==> src/hdl/ups_status_packet_receiver_macros.svh <==
// assertion macros for the ups status packet receiver
`ifndef UPS_STATUS_PACKET_RECEIVER_MACROS_SVH
`define UPS_STATUS_PACKET_RECEIVER_MACROS_SVH

`ifndef NO_ASSERTIONS

// condition holds in the same cycle as the trigger
`define USP_ASSERT_NOW(lbl, clk, rst_n, ante, cons, msg) \
	lbl: assert property (@(posedge clk) disable iff (!rst_n) (ante) |-> (cons)) \
		else $error(msg);

// condition holds in the cycle after the trigger
`define USP_ASSERT_NEXT(lbl, clk, rst_n, ante, cons, msg) \
	lbl: assert property (@(posedge clk) disable iff (!rst_n) (ante) |=> (cons)) \
		else $error(msg);

`else

`define USP_ASSERT_NOW(lbl, clk, rst_n, ante, cons, msg)
`define USP_ASSERT_NEXT(lbl, clk, rst_n, ante, cons, msg)

`endif

`endif

==> src/hdl/usp_pkg.sv <==
package usp_pkg;

	// serial byte with end-of-read marker
	typedef struct packed {
		logic [7:0] rx_byte;
		logic       chunk_end;
	} rx_item_t;

	// decoded status fields, held between good packets
	typedef struct packed {
		logic [1:0] model_code;
		logic       output_on;
		logic       input_on;
		logic       bypass_on;
		logic       low_battery;
		logic       overcharge;
		logic       source_fail;
		logic       battery_critical;
		logic [1:0] line_event;
		logic [2:0] output_event;
		logic [8:0] output_voltage_half;
	} status_t;

	// one report per chunk
	typedef struct packed {
		logic    packet_ok;
		status_t st;
	} report_t;

	// line event codes
	localparam logic [1:0] LINE_NONE   = 2'd0;
	localparam logic [1:0] LINE_FAIL   = 2'd1;
	localparam logic [1:0] LINE_RETURN = 2'd2;

	// output event codes
	localparam logic [2:0] OUT_NONE      = 3'd0;
	localparam logic [2:0] OUT_INV_ON    = 3'd1;
	localparam logic [2:0] OUT_INV_OFF   = 3'd2;
	localparam logic [2:0] OUT_OVC_START = 3'd3;
	localparam logic [2:0] OUT_OVC_END   = 3'd4;

	// register map
	localparam logic REG_LIMIT_6KVA  = 1'b0;
	localparam logic REG_LIMIT_OTHER = 1'b1;
	localparam logic [7:0] LIMIT_6KVA_RST  = 8'd174;
	localparam logic [7:0] LIMIT_OTHER_RST = 8'd126;

	// packet layout
	localparam logic [5:0] POS_HDR   = 6'd0;
	localparam logic [5:0] POS_VIN   = 6'd2;
	localparam logic [5:0] POS_VOUT  = 6'd11;
	localparam logic [5:0] POS_VBAT  = 6'd20;
	localparam logic [5:0] POS_FLAG1 = 6'd33;
	localparam logic [5:0] POS_FLAG2 = 6'd34;
	localparam logic [5:0] POS_FLAG3 = 6'd35;
	localparam logic [5:0] POS_SUM   = 6'd36;
	localparam logic [5:0] COUNT_SAT = 6'd38;

	localparam logic [7:0] HDR_MIN  = 8'hC0;
	localparam logic [7:0] HDR_MAX  = 8'hC3;
	localparam logic [7:0] HDR_6KVA = 8'hC2;
	localparam logic [8:0] BYPASS_OFFSET = 9'd10;

endpackage

==> src/hdl/ups_status_packet_receiver.sv <==
// ups status packet receiver
// rx channel: one serial byte per transaction (rx_valid / rx_stall / rx_data);
//   rx_data.chunk_end marks the last byte of one serial read
// rpt channel: one report per chunk (rpt_valid / rpt_stall / rpt_data), nothing
//   for the other bytes; a good chunk is exactly 37 bytes, header 0xc0..0xc3,
//   byte 36 equal to the low 8 bits of the sum of bytes 0..35
// a bad chunk repeats the last good status with packet_ok cleared
// apb port: register 0 (addr 0) battery limit for header 0xc2, register 1
//   (addr 4) limit for the other headers; pready is tied high
// the report appears in the cycle after the transaction carrying chunk_end;
//   throughput is one byte per cycle, but a chunk end waits while rx_stall
//   is high; it is set by the byte counter and checksum accumulator and the
//   decode that sits between the captured-byte registers and the report register
// the report register doubles as the output stage: while a report waits,
//   ordinary bytes keep flowing in; only a chunk end is held off with rx_stall
//   while the report register is full and rpt_stall is high
// reset clears the byte counter, checksum, model latch, edge tracking, the
//   sticky critical flag and the held status; limits return to 174 and 126
`include "ups_status_packet_receiver_macros.svh"

module ups_status_packet_receiver (
	input  logic              clk,
	input  logic              arst_n,
	// configuration
	input  logic              psel,
	input  logic              penable,
	input  logic              pwrite,
	input  logic [2:0]        paddr,
	input  logic [31:0]       pwdata,
	output logic [31:0]       prdata,
	output logic              pready,
	// byte stream
	input  logic              rx_valid,
	output logic              rx_stall,
	input  usp_pkg::rx_item_t rx_data,
	// reports
	output logic              rpt_valid,
	input  logic              rpt_stall,
	output usp_pkg::report_t  rpt_data
);

	// configuration registers
	logic [7:0] limit_6kva_q;
	logic [7:0] limit_other_q;

	// chunk framing
	logic [5:0] cnt_q;
	logic [7:0] sum_q;

	// captured bytes of the current chunk
	logic [7:0] hdr_q;
	logic [7:0] vin_q;
	logic [7:0] vout_q;
	logic [7:0] vbat_q;
	logic [7:0] flag1_q;
	logic [7:0] flag2_q;
	logic [7:0] flag3_q;

	// persistent decode state
	logic             model_det_q;
	logic [1:0]       model_q;
	logic             line_good_q;
	logic             fail_q;
	logic             return_q;
	logic             prev_inv_q;
	logic             prev_ovc_q;
	logic             crit_q;
	usp_pkg::status_t held_q;

	// report register
	logic             rpt_valid_q;
	usp_pkg::report_t rpt_q;

	logic cfg_wr;
	logic rx_acc;
	logic chunk_done;
	logic pkt_ok;

	// decode of the finishing chunk
	logic             out_on, in_on, byp, lowb, ovc, sfail, good_now;
	logic [7:0]       limit;
	logic [1:0]       model_n;
	logic             crit_n;
	logic             fail_n, return_n;
	logic [1:0]       line_ev;
	logic [2:0]       out_ev;
	logic [8:0]       volt;
	usp_pkg::status_t status_n;

	// ---------------------------------------------------------------
	// apb register file
	// ---------------------------------------------------------------
	assign pready = 1'b1;
	assign cfg_wr = psel & penable & pwrite & pready;

	always_ff @(posedge clk or negedge arst_n) begin
		if (!arst_n) begin
			limit_6kva_q  <= usp_pkg::LIMIT_6KVA_RST;
			limit_other_q <= usp_pkg::LIMIT_OTHER_RST;
		end else if (cfg_wr) begin
			case (paddr[2])
				usp_pkg::REG_LIMIT_6KVA:  limit_6kva_q  <= pwdata[7:0];
				usp_pkg::REG_LIMIT_OTHER: limit_other_q <= pwdata[7:0];
				default: ;
			endcase
		end
	end

	always_comb begin
		prdata = '0;
		case (paddr[2])
			usp_pkg::REG_LIMIT_6KVA:  prdata[7:0] = limit_6kva_q;
			usp_pkg::REG_LIMIT_OTHER: prdata[7:0] = limit_other_q;
			default: prdata = '0;
		endcase
	end

	// ---------------------------------------------------------------
	// handshake: only a chunk end needs room in the report register
	// ---------------------------------------------------------------
	assign rx_stall   = rpt_valid_q & rpt_stall & rx_data.chunk_end;
	assign rx_acc     = rx_valid & ~rx_stall;
	assign chunk_done = rx_acc & rx_data.chunk_end;

	// byte 36 is still on the input when the chunk closes
	assign pkt_ok = (cnt_q == usp_pkg::POS_SUM) &&
		(hdr_q >= usp_pkg::HDR_MIN) && (hdr_q <= usp_pkg::HDR_MAX) &&
		(rx_data.rx_byte == sum_q);

	// ---------------------------------------------------------------
	// byte counter, checksum and byte capture
	// ---------------------------------------------------------------
	always_ff @(posedge clk or negedge arst_n) begin
		if (!arst_n) begin
			cnt_q <= '0;
			sum_q <= '0;
		end else if (rx_acc) begin
			if (rx_data.chunk_end) begin
				cnt_q <= '0;
				sum_q <= '0;
			end else begin
				// long chunks stop counting and summing
				if (cnt_q < usp_pkg::COUNT_SAT)
					cnt_q <= cnt_q + 6'd1;
				if (cnt_q < usp_pkg::POS_SUM)
					sum_q <= sum_q + rx_data.rx_byte;
			end
		end
	end

	always_ff @(posedge clk) begin
		if (rx_acc) begin
			case (cnt_q)
				usp_pkg::POS_HDR:   hdr_q   <= rx_data.rx_byte;
				usp_pkg::POS_VIN:   vin_q   <= rx_data.rx_byte;
				usp_pkg::POS_VOUT:  vout_q  <= rx_data.rx_byte;
				usp_pkg::POS_VBAT:  vbat_q  <= rx_data.rx_byte;
				usp_pkg::POS_FLAG1: flag1_q <= rx_data.rx_byte;
				usp_pkg::POS_FLAG2: flag2_q <= rx_data.rx_byte;
				usp_pkg::POS_FLAG3: flag3_q <= rx_data.rx_byte;
				default: ;
			endcase
		end
	end

	// ---------------------------------------------------------------
	// status decode
	// ---------------------------------------------------------------
	always_comb begin
		out_on   = flag1_q[1];
		in_on    = flag1_q[2];
		byp      = flag1_q[3];
		lowb     = flag2_q[6];
		ovc      = flag3_q[0];
		sfail    = flag3_q[1];
		good_now = ~sfail;

		// model comes from the first good header only
		model_n = model_det_q ? model_q : hdr_q[1:0];

		// limit follows this packet's header, not the latched model
		limit  = (hdr_q == usp_pkg::HDR_6KVA) ? limit_6kva_q : limit_other_q;
		crit_n = crit_q | (vbat_q < limit);

		// bypass reports input volts plus ten, else output volts doubled
		volt = byp ? ({1'b0, vin_q} + usp_pkg::BYPASS_OFFSET) : {vout_q, 1'b0};

		// line flags stay set until the line state repeats
		fail_n   = fail_q | (sfail & line_good_q);
		return_n = return_q | (~sfail & ~line_good_q);
		if (good_now == line_good_q) begin
			fail_n   = 1'b0;
			return_n = 1'b0;
		end
		line_ev = usp_pkg::LINE_NONE;
		if (fail_n)
			line_ev = usp_pkg::LINE_FAIL;
		if (return_n)
			line_ev = usp_pkg::LINE_RETURN;

		// overcharge edges override inverter edges
		out_ev = usp_pkg::OUT_NONE;
		if (in_on && !prev_inv_q)
			out_ev = usp_pkg::OUT_INV_ON;
		if (prev_inv_q && !in_on)
			out_ev = usp_pkg::OUT_INV_OFF;
		if (ovc && !prev_ovc_q)
			out_ev = usp_pkg::OUT_OVC_START;
		if (prev_ovc_q && !ovc)
			out_ev = usp_pkg::OUT_OVC_END;

		status_n.model_code          = model_n;
		status_n.output_on           = out_on;
		status_n.input_on            = in_on;
		status_n.bypass_on           = byp;
		status_n.low_battery         = lowb;
		status_n.overcharge          = ovc;
		status_n.source_fail         = sfail;
		status_n.battery_critical    = crit_n;
		status_n.line_event          = line_ev;
		status_n.output_event        = out_ev;
		status_n.output_voltage_half = volt;
	end

	// state moves only on a good packet
	always_ff @(posedge clk or negedge arst_n) begin
		if (!arst_n) begin
			model_det_q <= 1'b0;
			model_q     <= '0;
			line_good_q <= 1'b0;
			fail_q      <= 1'b0;
			return_q    <= 1'b0;
			prev_inv_q  <= 1'b0;
			prev_ovc_q  <= 1'b0;
			crit_q      <= 1'b0;
			held_q      <= '0;
		end else if (chunk_done && pkt_ok) begin
			model_det_q <= 1'b1;
			model_q     <= model_n;
			line_good_q <= good_now;
			fail_q      <= fail_n;
			return_q    <= return_n;
			prev_inv_q  <= in_on;
			prev_ovc_q  <= ovc;
			crit_q      <= crit_n;
			held_q      <= status_n;
		end
	end

	// ---------------------------------------------------------------
	// report register
	// ---------------------------------------------------------------
	always_ff @(posedge clk or negedge arst_n) begin
		if (!arst_n) begin
			rpt_valid_q <= 1'b0;
		end else if (chunk_done) begin
			rpt_valid_q <= 1'b1;
		end else if (!rpt_stall) begin
			rpt_valid_q <= 1'b0;
		end
	end

	always_ff @(posedge clk) begin
		if (chunk_done) begin
			rpt_q.packet_ok <= pkt_ok;
			rpt_q.st        <= pkt_ok ? status_n : held_q;
		end
	end

	assign rpt_valid = rpt_valid_q;
	assign rpt_data  = rpt_q;

	// ---------------------------------------------------------------
	// assertions
	// ---------------------------------------------------------------
	`USP_ASSERT_NEXT(a_chunk_reports, clk, arst_n, chunk_done, rpt_valid_q, "chunk end gave no report")
	`USP_ASSERT_NOW(a_cnt_sat, clk, arst_n, 1'b1, cnt_q <= usp_pkg::COUNT_SAT, "byte count past saturation")
	`USP_ASSERT_NOW(a_ok_model, clk, arst_n, rpt_valid_q && rpt_q.packet_ok, model_det_q, "good report without model latch")
	`USP_ASSERT_NOW(a_line_code, clk, arst_n, rpt_valid_q, rpt_q.st.line_event != 2'd3, "line event code out of range")

endmodule

==> config.mk <==
export PLATFORM = sky130hd
export DESIGN_NAME = ups_status_packet_receiver
export DESIGN_NICKNAME = d
export VERILOG_FILES = /design/src/hdl/usp_pkg.sv /design/src/hdl/ups_status_packet_receiver.sv
export VERILOG_INCLUDE_DIRS = /design/src /design/src/hdl
export SDC_FILE = /design/constraint.sdc
export NUM_CORES = 1
export LEC_CHECK = 0
export ABC_AREA = 0
export ABC_CLOCK_PERIOD_IN_PS = 3900
export BUFFER_PORTS_ARGS = -buffer_cell sky130_fd_sc_hd__buf_4
export CAP_MARGIN = 5
export CORE_MARGIN = 1
export CORE_UTILIZATION = 55
export DETAILED_ROUTE_END_ITERATION = 16
export GPL_ROUTABILITY_DRIVEN = 1
export PLACE_DENSITY = 0.79
export SLEW_MARGIN = 5
export SYNTH_ARGS = -nofsm -noshare
export SYNTH_HDL_FRONTEND = slang
export SYNTH_SLANG_ARGS = --single-unit
==> constraint.sdc <==
create_clock -name clk -period 3.9 [get_ports clk]
set_input_delay 0.39 -clock clk [delete_from_list [all_inputs] [get_ports clk]]
set_output_delay 0.39 -clock clk [all_outputs]
set_load 0.01 [all_outputs]
# --- Word level (Yosys, flattened, before mapping) ---
# Cells that the tools add are included.
op_classes:
  add_sub_neg: 3
  magnitude_cmp: 5
  eq_ne: 11
  n_mux: 19
  bitwise_logic: 15
  reduce_logical: 26
op_table:
  columns: ["operator", "count"]
  rows:
  - ["6-bit equality test, second input constant", 4]
  - ["8-bit two-way mux", 3]
  - ["23-bit two-way mux", 1]
  - ["2-bit AND reduction", 11]
  - ["8-bit one-hot mux with 2 select lines", 1]
  - ["6-bit less-than comparator, second input constant", 2]
  - ["6-bit two-way mux", 2]
  - ["8-bit by 4-bit adder with 9-bit output, second input constant", 1]
  - ["3-bit two-way mux", 3]
  - ["9-bit two-way mux", 1]
  - ["8-bit adder", 1]
  - ["1-bit AND", 8]
  - ["8-bit equality test", 1]
  - ["8-bit equality test, second input constant", 1]
  - ["8-bit >= comparator, second input constant", 1]
  - ["8-bit less-or-equal comparator, second input constant", 1]
  - ["1-bit logical AND", 8]
  - ["8-bit less-than comparator", 1]
  - ["6-bit by 1-bit adder with 6-bit output, second input constant", 1]
  - ["6-bit by 2-bit equality test with 1-bit output, second input constant", 1]
  - ["6-bit by 4-bit equality test with 1-bit output, second input constant", 1]
  - ["6-bit by 5-bit equality test with 1-bit output, second input constant", 1]
  - ["6-bit zero test", 1]
  - ["1-bit two-way mux", 6]
  - ["7 further kinds", 17]
totals:
  register_bits: 127
  in_bits: 51

# --- Longest topological paths before layout ---
# Gate-level depths: netlist of the first run.
logic_depth:
  ltp_word: 7
  mapped_depth: 10

# --- Worst setup path before layout of the first run ---
# No wires, ideal clock.
synth_path:
  path_type: "register to register"
  startpoint: "register hdr_q[2]"
  endpoint: "register rpt_q, in the netlist rpt_data[14], data pin"
  setup_time_ns: 0.130
  arrival_time_ns: 2.976
  setup_slack_ns: 0.794
  stages_incl_launch_ff: 11
  cell_sequence: "edfxtp_1 > or4_4 > or4_1 > clkbuf_1 > mux2i_1 > ha_1 > a21o_1 > a21oi_1 > nor2_1 > a2111oi_0 > a31o_2"
synth_between:
  elab_chain_len: 5
  elab_cells_between_ends: 10
synth_rtl:
  columns: ["item", "line", "source"]
  rows:
  - ["start: declaration", "ups_status_packet_receiver.sv:51", "logic [7:0] hdr_q;"]
  - ["start signal: assignment", "ups_status_packet_receiver.sv:154", "usp_pkg::POS_HDR: hdr_q <= rx_data.rx_byte;"]
  - ["8-bit equality test or 8-bit >= comparator (tied branches)", "ups_status_packet_receiver.sv:182, ups_status_packet_receiver.sv:127", null]
  - ["8-bit two-way mux or 1-bit logical AND (tied branches)", "ups_status_packet_receiver.sv:182, ups_status_packet_receiver.sv:126", null]
  - ["8-bit less-than comparator or 1-bit logical AND (tied branches)", "ups_status_packet_receiver.sv:183, ups_status_packet_receiver.sv:127", null]
  - ["1-bit OR or 1-bit logical AND (tied branches)", "ups_status_packet_receiver.sv:183, ups_status_packet_receiver.sv:127", null]
  - ["23-bit two-way mux (*)", "ups_status_packet_receiver.sv:266", "rpt_q.st <= pkt_ok ? status_n : held_q;"]
  - ["end: declaration", "ups_status_packet_receiver.sv:72", "usp_pkg::report_t rpt_q;"]
# Every way passes the cells marked *; elsewhere a longest branch is shown, timed or not.
# A chain may end at the register's enable or synchronous reset.

# --- Final worst setup path of the first run ---
# Same ends and word-level chain as after synthesis.

==> impl_results.md, run 1 <==
- Reg2Reg Launch Point: hdr_q[2]$_DFFE_PP_
- Hold Path Origin: pwdata[4]
- Crit path required time: 4.29 ns
- Die area: 10800 um2
- Worst hold path type: in2reg
- Pin count of the biggest net entering global routing: 58
- Sw Share: 24.0%
- Post-place setup slack: 0.407 ns
- First-pass GRT wire length: 18.3 mm
- Flop pwr share: 42.4%
- CP startpoint kind: register
- FF-to-FF setup slack: 0.40 ns
- Post-synth top area share: 32.5%
- Syn Area/Cell: 12.3 um2
- DRC Markers: 0
- Largest cells by area after synthesis: edfxtp_1 (33%), dfrtp_1 (20%), mux2_2 (6.7%), dfstp_2 (5.1%), ha_1 (4.6%)
- DR vias: 3715
- Power per cell area: 520 nW/um2
- Share of layout cells above drive strength 1: 26.9%
- Die span in x: 104 um
- Worst reg-to-reg path cell count: 9
- FF+latch count, synth: 119
- Gate Count Post-Synth: 464
- # Max-Cap Violations: 0
- Worst Tran Pin Value: 1.22 ns
- Netlist Area Pre-Place: 5720 um2
- Initial DRT Pass Iterations: 5
- CTS Buf Count: 17
- Period utilization: 89.8%
- Starting density of the core: 57.7%
- Routed Antenna Nets: 0
- Synth-to-Final Area Change: 18.8%
- H-tree Lvls: 4
- TritonCTS sink count: 119
- WHS Endpoint: limit_other_q[4]$_DFFE_PN1P_
- Vias per std cell: 5.50
- Synth async-reset ratio: 47.9%
- Initial antenna violation count: 0
- Logic pwr share: 13.2%
- Worst Path Arrival: 3.89 ns
- Global-route usage over all layers: 22.0%
- Post-synth EDFFs: 62
- Netlist cell types: 52
- # diodes: 0
- Post-DR wirelength/cell: 16.5 um
- Setup Skew: 0.00823 ns
- Worst Path Max Fanout: 8
- Yosys warns: 0
- Number of buffers added on ports: 58
- Worst hold slack: 0.113 ns
- Post-synth top area cell: edfxtp_1
- Outcome: finished clean
- Unrepaired setup endpoints after global routing: false
- Final Hold Fails: 0
- Gp weighted congestion: 0.846
- Clk_lat worst skew: 0.51 ns
- Worst R2R End: rpt_data[14]$_DFFE_PP_
- Worst VDD drop: 0.268 mV
- Dominant synthesized flop cell: edfxtp_1
- Max Slew Vio Count: 0
- Root Buffer: clkbuf_8
- Slew headroom: 18.5%
- Drt total wl: 11.1 mm
- Layout net count: 603
- Die Span Y: 104 um
- Setup slack after layout: 0.397 ns
- Clock power share: 44.4%
- Row cnt: 36
- Setup TNS after final layout: 0 ns
- Crit. End Element: register
- Fmax: 0.285 GHz
- Post-CTS setup buffer count: 0
- # IOs: 110
- CTS tree: done
- Leak pwr: 2.98 nW
- Grt total ovfl: 0
- CORE AREA: 9910 um2
- Final setup fails: 0
- Initial drt markers: 210
- Clock slew at reported path FFs: 0.06 ns
- Min-Delay Path Depth: 2
- Sequential fraction of the synthesis area: 57.7%
- Int Power: 2.69 mW
- P_sw: 847 uW
- Longest Clk Path Bufs: 2
- Min Clock Period, post-route: 3.50 ns
- Layout Utilization: 68.6%
- Tot Pwr: 3.53 mW
- Crit Path Class: reg2reg
- Via count of the first global-routing pass: 3776
- Post-DP HPWL: 7.26 mm
-- per-layer routing --
| layer | GRT usage, % | vias to the layer above | routed length, um |
|---|---|---|---|
| li1 | - | 1751 | - |
| met1 | 25.8 | 1827 | 4490 |
| met2 | 38.5 | 113 | 5830 |
| met3 | 4.70 | 24 | 573 |
| met4 | 10.5 | 0 | 256 |
| met5 | 0 | - | 0 |
-- through the flow --
| stage | cell area [um2] | instances |
|---|---|---|
| after floorplan | 5810 | 487 |
| after global routing | 6790 | 676 |
| final | 6790 | 676 |
| after detailed placement | 6180 | 643 |
| after CTS | 6790 | 676 |
| after global placement | 6180 | 643 |
-- synth_stat cells, types with 3 or more instances --
cell type   n
a211oi_1    5
a21o_1      3
a21oi_1    13
and3_1      6
buf_4      25
buf_6       3
clkbuf_1   11
dfrtp_1    46
dfstp_2    11
edfxtp_1   62
ha_1       21
inv_1      25
mux2_2     34
mux2i_1    24
nand2_1    50
nand2b_1    3
nand3_1    12
nand4_1     4
nor2_1     14
nor3_1      8
o21ai_0    29
o41ai_1     3
xnor2_1     7
xor2_1      5
-- cells by family (layout without fill, tap and decap cells) --
| logic type | Yosys count | count (layout) | share of synthesized area, % |
|---|---|---|---|
| buffers and inverters | 65 | 121 | 6.32 |
| adder cells (fa/ha/maj) | 22 | 22 | 4.94 |
| other | 2 | 25 | 0.131 |
| XOR/XNOR | 12 | 12 | 1.84 |
| AND/OR/NAND/NOR | 115 | 115 | 10.3 |
| multiplexers | 58 | 58 | 10.9 |
| flip-flops | 119 | 119 | 57.7 |
| AO/OA/AOI/OAI | 71 | 71 | 7.83 |
-- power groups by stage --
| stage | registers, mW | clock network, mW | logic, mW |
|---|---|---|---|
| 3_3_place_gp | 1.51 | 0 | 0.439 |
| 4_1_cts | 1.50 | 1.58 | 0.467 |
| 2_1_floorplan | 1.50 | 0 | 0.334 |
| 3_5_place_dp | 1.52 | 0 | 0.456 |
| 5_1_grt | 1.51 | 1.65 | 0.515 |
| 6_report | 1.50 | 1.57 | 0.467 |
-- layout make-up --
class / instances / area, um2
Tap cell: 133 / 166
Inverter: 25 / 93.8
Clock buffer: 26 / 520
Sequential cell: 119 / 3300
Fill cell: 719 / 3120
Clock inverter: 6 / 85.1
Multi-Input combinational cell: 303 / 2140
Timing Repair Buffer: 64 / 483
-- registers in the layout (all words and copies together), names as in the netlist, 2 cells and up --
name and flops:
cnt_q 6, flag1_q 3, flag3_q 2, hdr_q 8
held_q 22, limit_6kva_q 8, limit_other_q 8, rpt_data 24
sum_q 8, vbat_q 8, vin_q 8, vout_q 8
-- timing repair --
item,CTS,global route
resized for setup,0,0
endpoints found under the hold margin,46,0
hold buffers,1,0
setup endpoints to repair,0,0
-- cell usage in the layout, fill, tap and decap left out, types with 3 or more instances in the layout --
cell and instances:
xor2_1 5, nor3_1 8, dfrtp_1 46, mux2_2 34, clkbuf_8 4, a21o_1 3
a21oi_1 13, edfxtp_1 62, o41ai_1 3, xnor2_1 7, nand3_1 12, nand4_1 4
clkbuf_16 18, mux2i_1 24, buf_4 63, nand2b_1 3, a211oi_1 5, and3_1 6
nor2_1 14, conb_1 25, nand2_1 50, inv_1 25, o21ai_0 29, dfstp_2 11
clkbuf_1 4, ha_1 21
-- worst max path at each step --
stage                             from                      to  cells after the start
finish              hdr_q[2]$_DFFE_PP_  rpt_data[14]$_DFFE_PP_                      9
global route        hdr_q[2]$_DFFE_PP_  rpt_data[14]$_DFFE_PP_                      9
CTS                 hdr_q[2]$_DFFE_PP_  rpt_data[14]$_DFFE_PP_                      9
detailed placement  hdr_q[2]$_DFFE_PP_  rpt_data[14]$_DFFE_PP_                      9
global placement    hdr_q[2]$_DFFE_PP_  rpt_data[14]$_DFFE_PP_                      9
floorplan           hdr_q[2]$_DFFE_PP_  rpt_data[14]$_DFFE_PP_                     10
-- worst max-delay path, stage by stage (launching register included) --
cell and delay [ns]:
edfxtp_1 0.36, or4_4 0.58, or4_1 0.68, mux2i_1 0.21
ha_1 0.31, a21o_1 0.19, a21oi_1 0.14, nor2_1 0.05
a2111oi_0 0.62, a31o_2 0.24
No activity file was read; power rests on OpenSTA's default activity.
==> inputs of run 2 (changes only) <==
GPL_TIMING_DRIVEN = 0   (was default)
RECOVER_POWER = 25   (was default)
==> run 2 against run 1 <==
- the run now ends with max-capacitance violations left
- register-to-register slack worse by 0.15 ns
- cell count is 5.0% higher
- sequential power is essentially flat
- die area stayed put
- sequential cell count is the same
- clock skew is 0.0024 ns lower
- non-clock buffer count increased by 34
- clock power shrank 7%
- power down 2.6%
==> impl_results.md, run 2 (synthesized netlist as in run 1, its figures left out) <==
- Outcome: finished with violations
- Failing checks: max-capacitance violations
- Vias per std cell: 5.48
- Most frequent cells in the layout: buf_4 (73), edfxtp_1 (62), nand2_1 (50)
- CORE AREA: 9910 um2
- Worst Path Arrival: 4.04 ns
- Power per cell area: 496 nW/um2
- Resize count post-CTS: 0
- Crit. Startpoint: hdr_q[2]$_DFFE_PP_
- Flop pwr share: 43.4%
- Setup slack after layout: 0.249 ns
- Die span in x: 104 um
- Slew headroom: 0.276%
- Row cnt: 36
- Drt total wl: 11.4 mm
- Int Power: 2.56 mW
- Starting density of the core: 57.7%
- Tot Pwr: 3.44 mW
- Post-CTS setup buffer count: 0
- # fillers: 689
- Clock power share: 42.4%
- Reg2Reg Launch Point: hdr_q[2]$_DFFE_PP_
- Via count of the first global-routing pass: 3828
- CTS tree: done
- Post-DR wirelength/cell: 16.1 um
- Unrepaired setup endpoints after global routing: false
- Post-CTS Hold Fix Bufs: 1
- Max Slew Vio Count: 0
- Post-DP HPWL: 7.63 mm
- CP startpoint kind: register
- Initial drt markers: 170
- Die Span Y: 104 um
- Crit. End Element: register
- Clk_lat worst skew: 0.52 ns
- Share of layout cells above drive strength 1: 28.2%
- Layout Utilization: 70.1%
- Gp weighted congestion: 0.846
- Layout net count: 637
- P_sw: 884 uW
- Worst VDD drop: 0.341 mV
- Die area: 10800 um2
- # diodes: 0
- First-pass GRT wire length: 18.4 mm
- Leak pwr: 3.06 nW
- H-tree Lvls: 4
- Grt total ovfl: 0
- Clock slew at reported path FFs: 0.06 ns
- Global-route usage over all layers: 22.3%
- Number of buffers added on ports: 56
- Worst Tran Pin Value: 1.50 ns
- Max reg flops: 24
- DR vias: 3892
- Final setup fails: 0
- Longest Clk Path Bufs: 2
- Initial DRT Pass Iterations: 5
- Setup TNS after final layout: 0 ns
- Most common cell after layout, fill and taps aside: buf_4
- # IOs: 110
- Pin count of the biggest net entering global routing: 58
- Root Buffer: clkbuf_8
- Initial antenna violation count: 0
- CTS Buf Count: 17
- Sw Share: 25.7%
- Fmax: 0.274 GHz
- DRC Markers: 0
- # Max-Cap Violations: 1
- Crit path required time: 4.29 ns
- Crit Path Class: reg2reg
- Logic pwr share: 14.3%
- Min Clock Period, post-route: 3.65 ns
- Synth-to-Final Area Change: 21.3%
- Worst hold path type: in2reg
- Worst Path Max Fanout: 8
- Final Hold Fails: 0
- Routed Antenna Nets: 0
- Hold Path Origin: rpt_stall
- Period utilization: 93.6%
- Setup Skew: 0.00587 ns
- TritonCTS sink count: 119
- Post-place setup slack: 0.295 ns
run 2: cell count changes in the layout (fill, tap and decap cells not counted), moves of 2 or more:
cell        previous run  this run
buf_4                 63        73
buf_6                  0         3
clkbuf_1               4        21
clkbuf_8               4         2
clkinvlp_4             0         4
inv_6                  0         2
run 2: final timing paths:
| kind | end | slack, ns | cells past startpoint |
|---|---|---|---|
| setup reg to reg | rpt_data[14]$_DFFE_PP_ | 0.25 | 10 |
| min in group asynchronous | held_q[7]$_DFFE_PN0P_ | 0.78 | 2 |
| hold / removal | rpt_valid$_DFFE_PN0P_ | 0.10 | 3 |
| max in group asynchronous | held_q[19]$_DFFE_PN0P_ | 2.23 | 2 |
| hold reg to reg | held_q[14]$_DFFE_PN0P_ | 0.47 | 1 |
| setup / recovery | rpt_data[14]$_DFFE_PP_ | 0.25 | 10 |
run 2: critical path, stage by stage (launching register included):
cell       delay (ns)
edfxtp_1         0.36
or4_4            0.57
or4_1            0.43
clkbuf_1         0.33
mux2i_1          0.21
ha_1             0.33
a21o_1           0.19
a21oi_1          0.14
nor2_1           0.05
a2111oi_0        0.65
a31o_2           0.25
run 2: routing by layer:
layer  part of all wire [%]  track usage, %  routed length, um  up-vias
met3                    5.4            4.95                619       32
met1                     40            26.1               4600     1886
met2                     52            39.1               5920      142
met4                    2.5            10.0                282        0
met5                      0               0                  0        -
li1                       -               -                  -     1832
run 2: cell type report:
| class | instances | area [um2] | area share, % |
|---|---|---|---|
| buffer | 40 | 268 | 3.86 |
| clock buffer | 21 | 460 | 6.63 |
| clock inverter | 11 | 96.3 | 1.39 |
| inverter | 25 | 93.8 | 1.35 |
| multi-input combinational | 303 | 2150 | 31.0 |
| sequential | 119 | 3300 | 47.6 |
| tap | 133 | 166 | 2.40 |
| timing repair buffer | 58 | 405 | 5.84 |
run 2: metrics by stage:
stage / hold slack [ns] / area [um2] / instances
after floorplan: 0.0944 / 5810 / 487
after global placement: 0.451 / 6390 / 676
after detailed placement: 0.461 / 6410 / 677
after CTS: 0.0871 / 6970 / 710
after global routing: 0.104 / 6940 / 710
final: 0.103 / 6940 / 710
run 2: power groups by stage:
| stage | clock (mW) | combinational, mW | sequential [mW] |
|---|---|---|---|
| final | 1.46 | 0.490 | 1.49 |
| after global placement | 0 | 0.465 | 1.51 |
| after global routing | 1.52 | 0.541 | 1.50 |
| after detailed placement | 0 | 0.483 | 1.52 |
| after CTS | 1.47 | 0.495 | 1.49 |
| after floorplan | 0 | 0.334 | 1.50 |
==> inputs of run 3 (changes only) <==
PLACE_DENSITY = 0.85   (was 0.79)
==> run 3 against run 2 <==
- the run now ends clean
- register-to-register slack worse by 0.12 ns
- final area grew 0.61%
- die area did not move
- via count is 0.10% higher
- sequential cell count is the same
- sequential share of layout area shrank 0.29 points
- clock skew grew 0.0047 ns
- global-route usage grew 1.6 points
- non-clock buffer count decreased by 1
- largest power group is now the clock network
- highest routed layer unchanged
==> impl_results.md, run 3 (synthesized netlist as in run 1, its figures left out) <==
- FF-to-FF setup slack: 0.12 ns
- WHS Endpoint: rpt_valid$_DFFE_PN0P_
- Crit Path Class: reg2reg
- Initial antenna violation count: 0
- Layout Utilization: 70.5%
- Setup TNS after final layout: 0 ns
- Die area: 10800 um2
- Crit. End Element: register
- Setup Skew: 0.0105 ns
- CTS Buf Count: 17
- Pin count of the biggest net entering global routing: 58
- Number of buffers added on ports: 56
- Outcome: finished clean
- Clk_lat worst skew: 0.53 ns
- Min Clock Period, post-route: 3.78 ns
- Post-place setup slack: 0.163 ns
- Layout net count: 636
- Die span in x: 104 um
- Reg2Reg Launch Point: hdr_q[2]$_DFFE_PP_
- DR vias: 3896
- Leak pwr: 3.08 nW
- # Max-Cap Violations: 0
- # IOs: 110
- Share of layout cells above drive strength 1: 28.3%
- CP startpoint kind: register
- Period utilization: 96.8%
- Worst VDD drop: 0.330 mV
- Clock slew at reported path FFs: 0.06 ns
- Power per cell area: 513 nW/um2
- Setup slack after layout: 0.124 ns
- TritonCTS sink count: 119
- H-tree Lvls: 4
- Routed Antenna Nets: 0
- Slew headroom: 1.98%
- Min-Delay Path Depth: 3
- Post-CTS setup buffer count: 0
- Final Hold Fails: 0
- Most common cell after layout, fill and taps aside: buf_4
- Most frequent cells in the layout: buf_4 (72), edfxtp_1 (62), nand2_1 (50)
- Global-route usage over all layers: 23.9%
- Worst hold path type: in2reg
- Worst Tran Pin Value: 1.47 ns
- Worst reg-to-reg path cell count: 10
- Initial drt markers: 282
- Hold Path Origin: rpt_stall
- Worst R2R End: rpt_data[14]$_DFFE_PP_
- CORE AREA: 9910 um2
- Worst Path Arrival: 4.17 ns
- Worst Path Max Fanout: 8
- DRC Markers: 0
- Via count of the first global-routing pass: 4010
- Post-DP HPWL: 7.88 mm
- Longest Clk Path Bufs: 2
- Max reg flops: 24
- # diodes: 0
- Drt total wl: 12.0 mm
- Fmax: 0.265 GHz
- Synth-to-Final Area Change: 22.1%
- Unrepaired setup endpoints after global routing: false
- First-pass GRT wire length: 19.7 mm
- Root Buffer: clkbuf_8
- Initial DRT Pass Iterations: 5
- Row cnt: 36
- Grt total ovfl: 0
- CTS tree: done
- Crit path required time: 4.30 ns
- Starting density of the core: 57.7%
- Final setup fails: 0
- Die Span Y: 104 um
- Max Slew Vio Count: 0
- Post-DR wirelength/cell: 16.9 um
- Gp weighted congestion: 0.860
- Vias per std cell: 5.50
run 3: worst max path at each step:
stage	start	endpoint	cells after the start
floorplan	hdr_q[2]$_DFFE_PP_	rpt_data[14]$_DFFE_PP_	10
global placement	hdr_q[2]$_DFFE_PP_	rpt_data[14]$_DFFE_PP_	10
detailed placement	hdr_q[2]$_DFFE_PP_	rpt_data[14]$_DFFE_PP_	10
CTS	hdr_q[2]$_DFFE_PP_	rpt_data[14]$_DFFE_PP_	10
global route	hdr_q[2]$_DFFE_PP_	rpt_data[14]$_DFFE_PP_	10
finish	hdr_q[2]$_DFFE_PP_	rpt_data[14]$_DFFE_PP_	10
run 3: what timing repair did:
action | 4_1_cts | 5_1_grt
setup endpoints to repair | 0 | 2
hold buffers | 1 | 0
hold endpoints to repair | 46 | 0
resized for setup | 0 | 1
run 3: area by class of cell:
type,instances,area [um2]
Inverter,25,93.8
Tap cell,133,166
Clock inverter,12,149
Fill cell,673,2930
Sequential cell,119,3300
Clock buffer,20,457
Buffer,40,268
Multi-Input combinational cell,303,2150
Timing Repair Buffer,57,398
run 3: critical path, cell delays in order, from the launching register on:
cell and delay (ns):
edfxtp_1 0.37, or4_4 0.58, or4_1 0.47, clkbuf_1 0.31, mux2i_1 0.26, ha_1 0.27, a21o_1 0.18, a21oi_1 0.16
nor2_1 0.06, a2111oi_1 0.72, a31o_2 0.26
run 3: per-stage QoR:
| stage | hold slack [ns] | area, um2 | cells | power, mW |
|---|---|---|---|---|
| after floorplan | 0.0944 | 5810 | 487 | 1.83 |
| after global placement | 0.451 | 6390 | 676 | 1.97 |
| after global routing | 0.0917 | 6980 | 709 | 3.71 |
| after CTS | 0.0773 | 7020 | 709 | 3.59 |
| after detailed placement | 0.483 | 6400 | 676 | 2.01 |
| final | 0.0934 | 6980 | 709 | 3.59 |
run 3: layer usage:
layer / vias up / global-route usage (%) / wire, um / share of wire (%)
met1: 1895 / 28.4 / 4850 / 41
li1: 1827 / - / - / -
met3: 25 / 6.27 / 688 / 5.8
met4: 0 / 9.59 / 261 / 2.2
met2: 149 / 41.3 / 6150 / 51
met5: - / 0 / 0 / 0
run 3: power by group:
part	switching [mW]	internal [mW]
Clock	0.557	1.02
Sequential	0.0652	1.43
Combinational	0.276	0.228
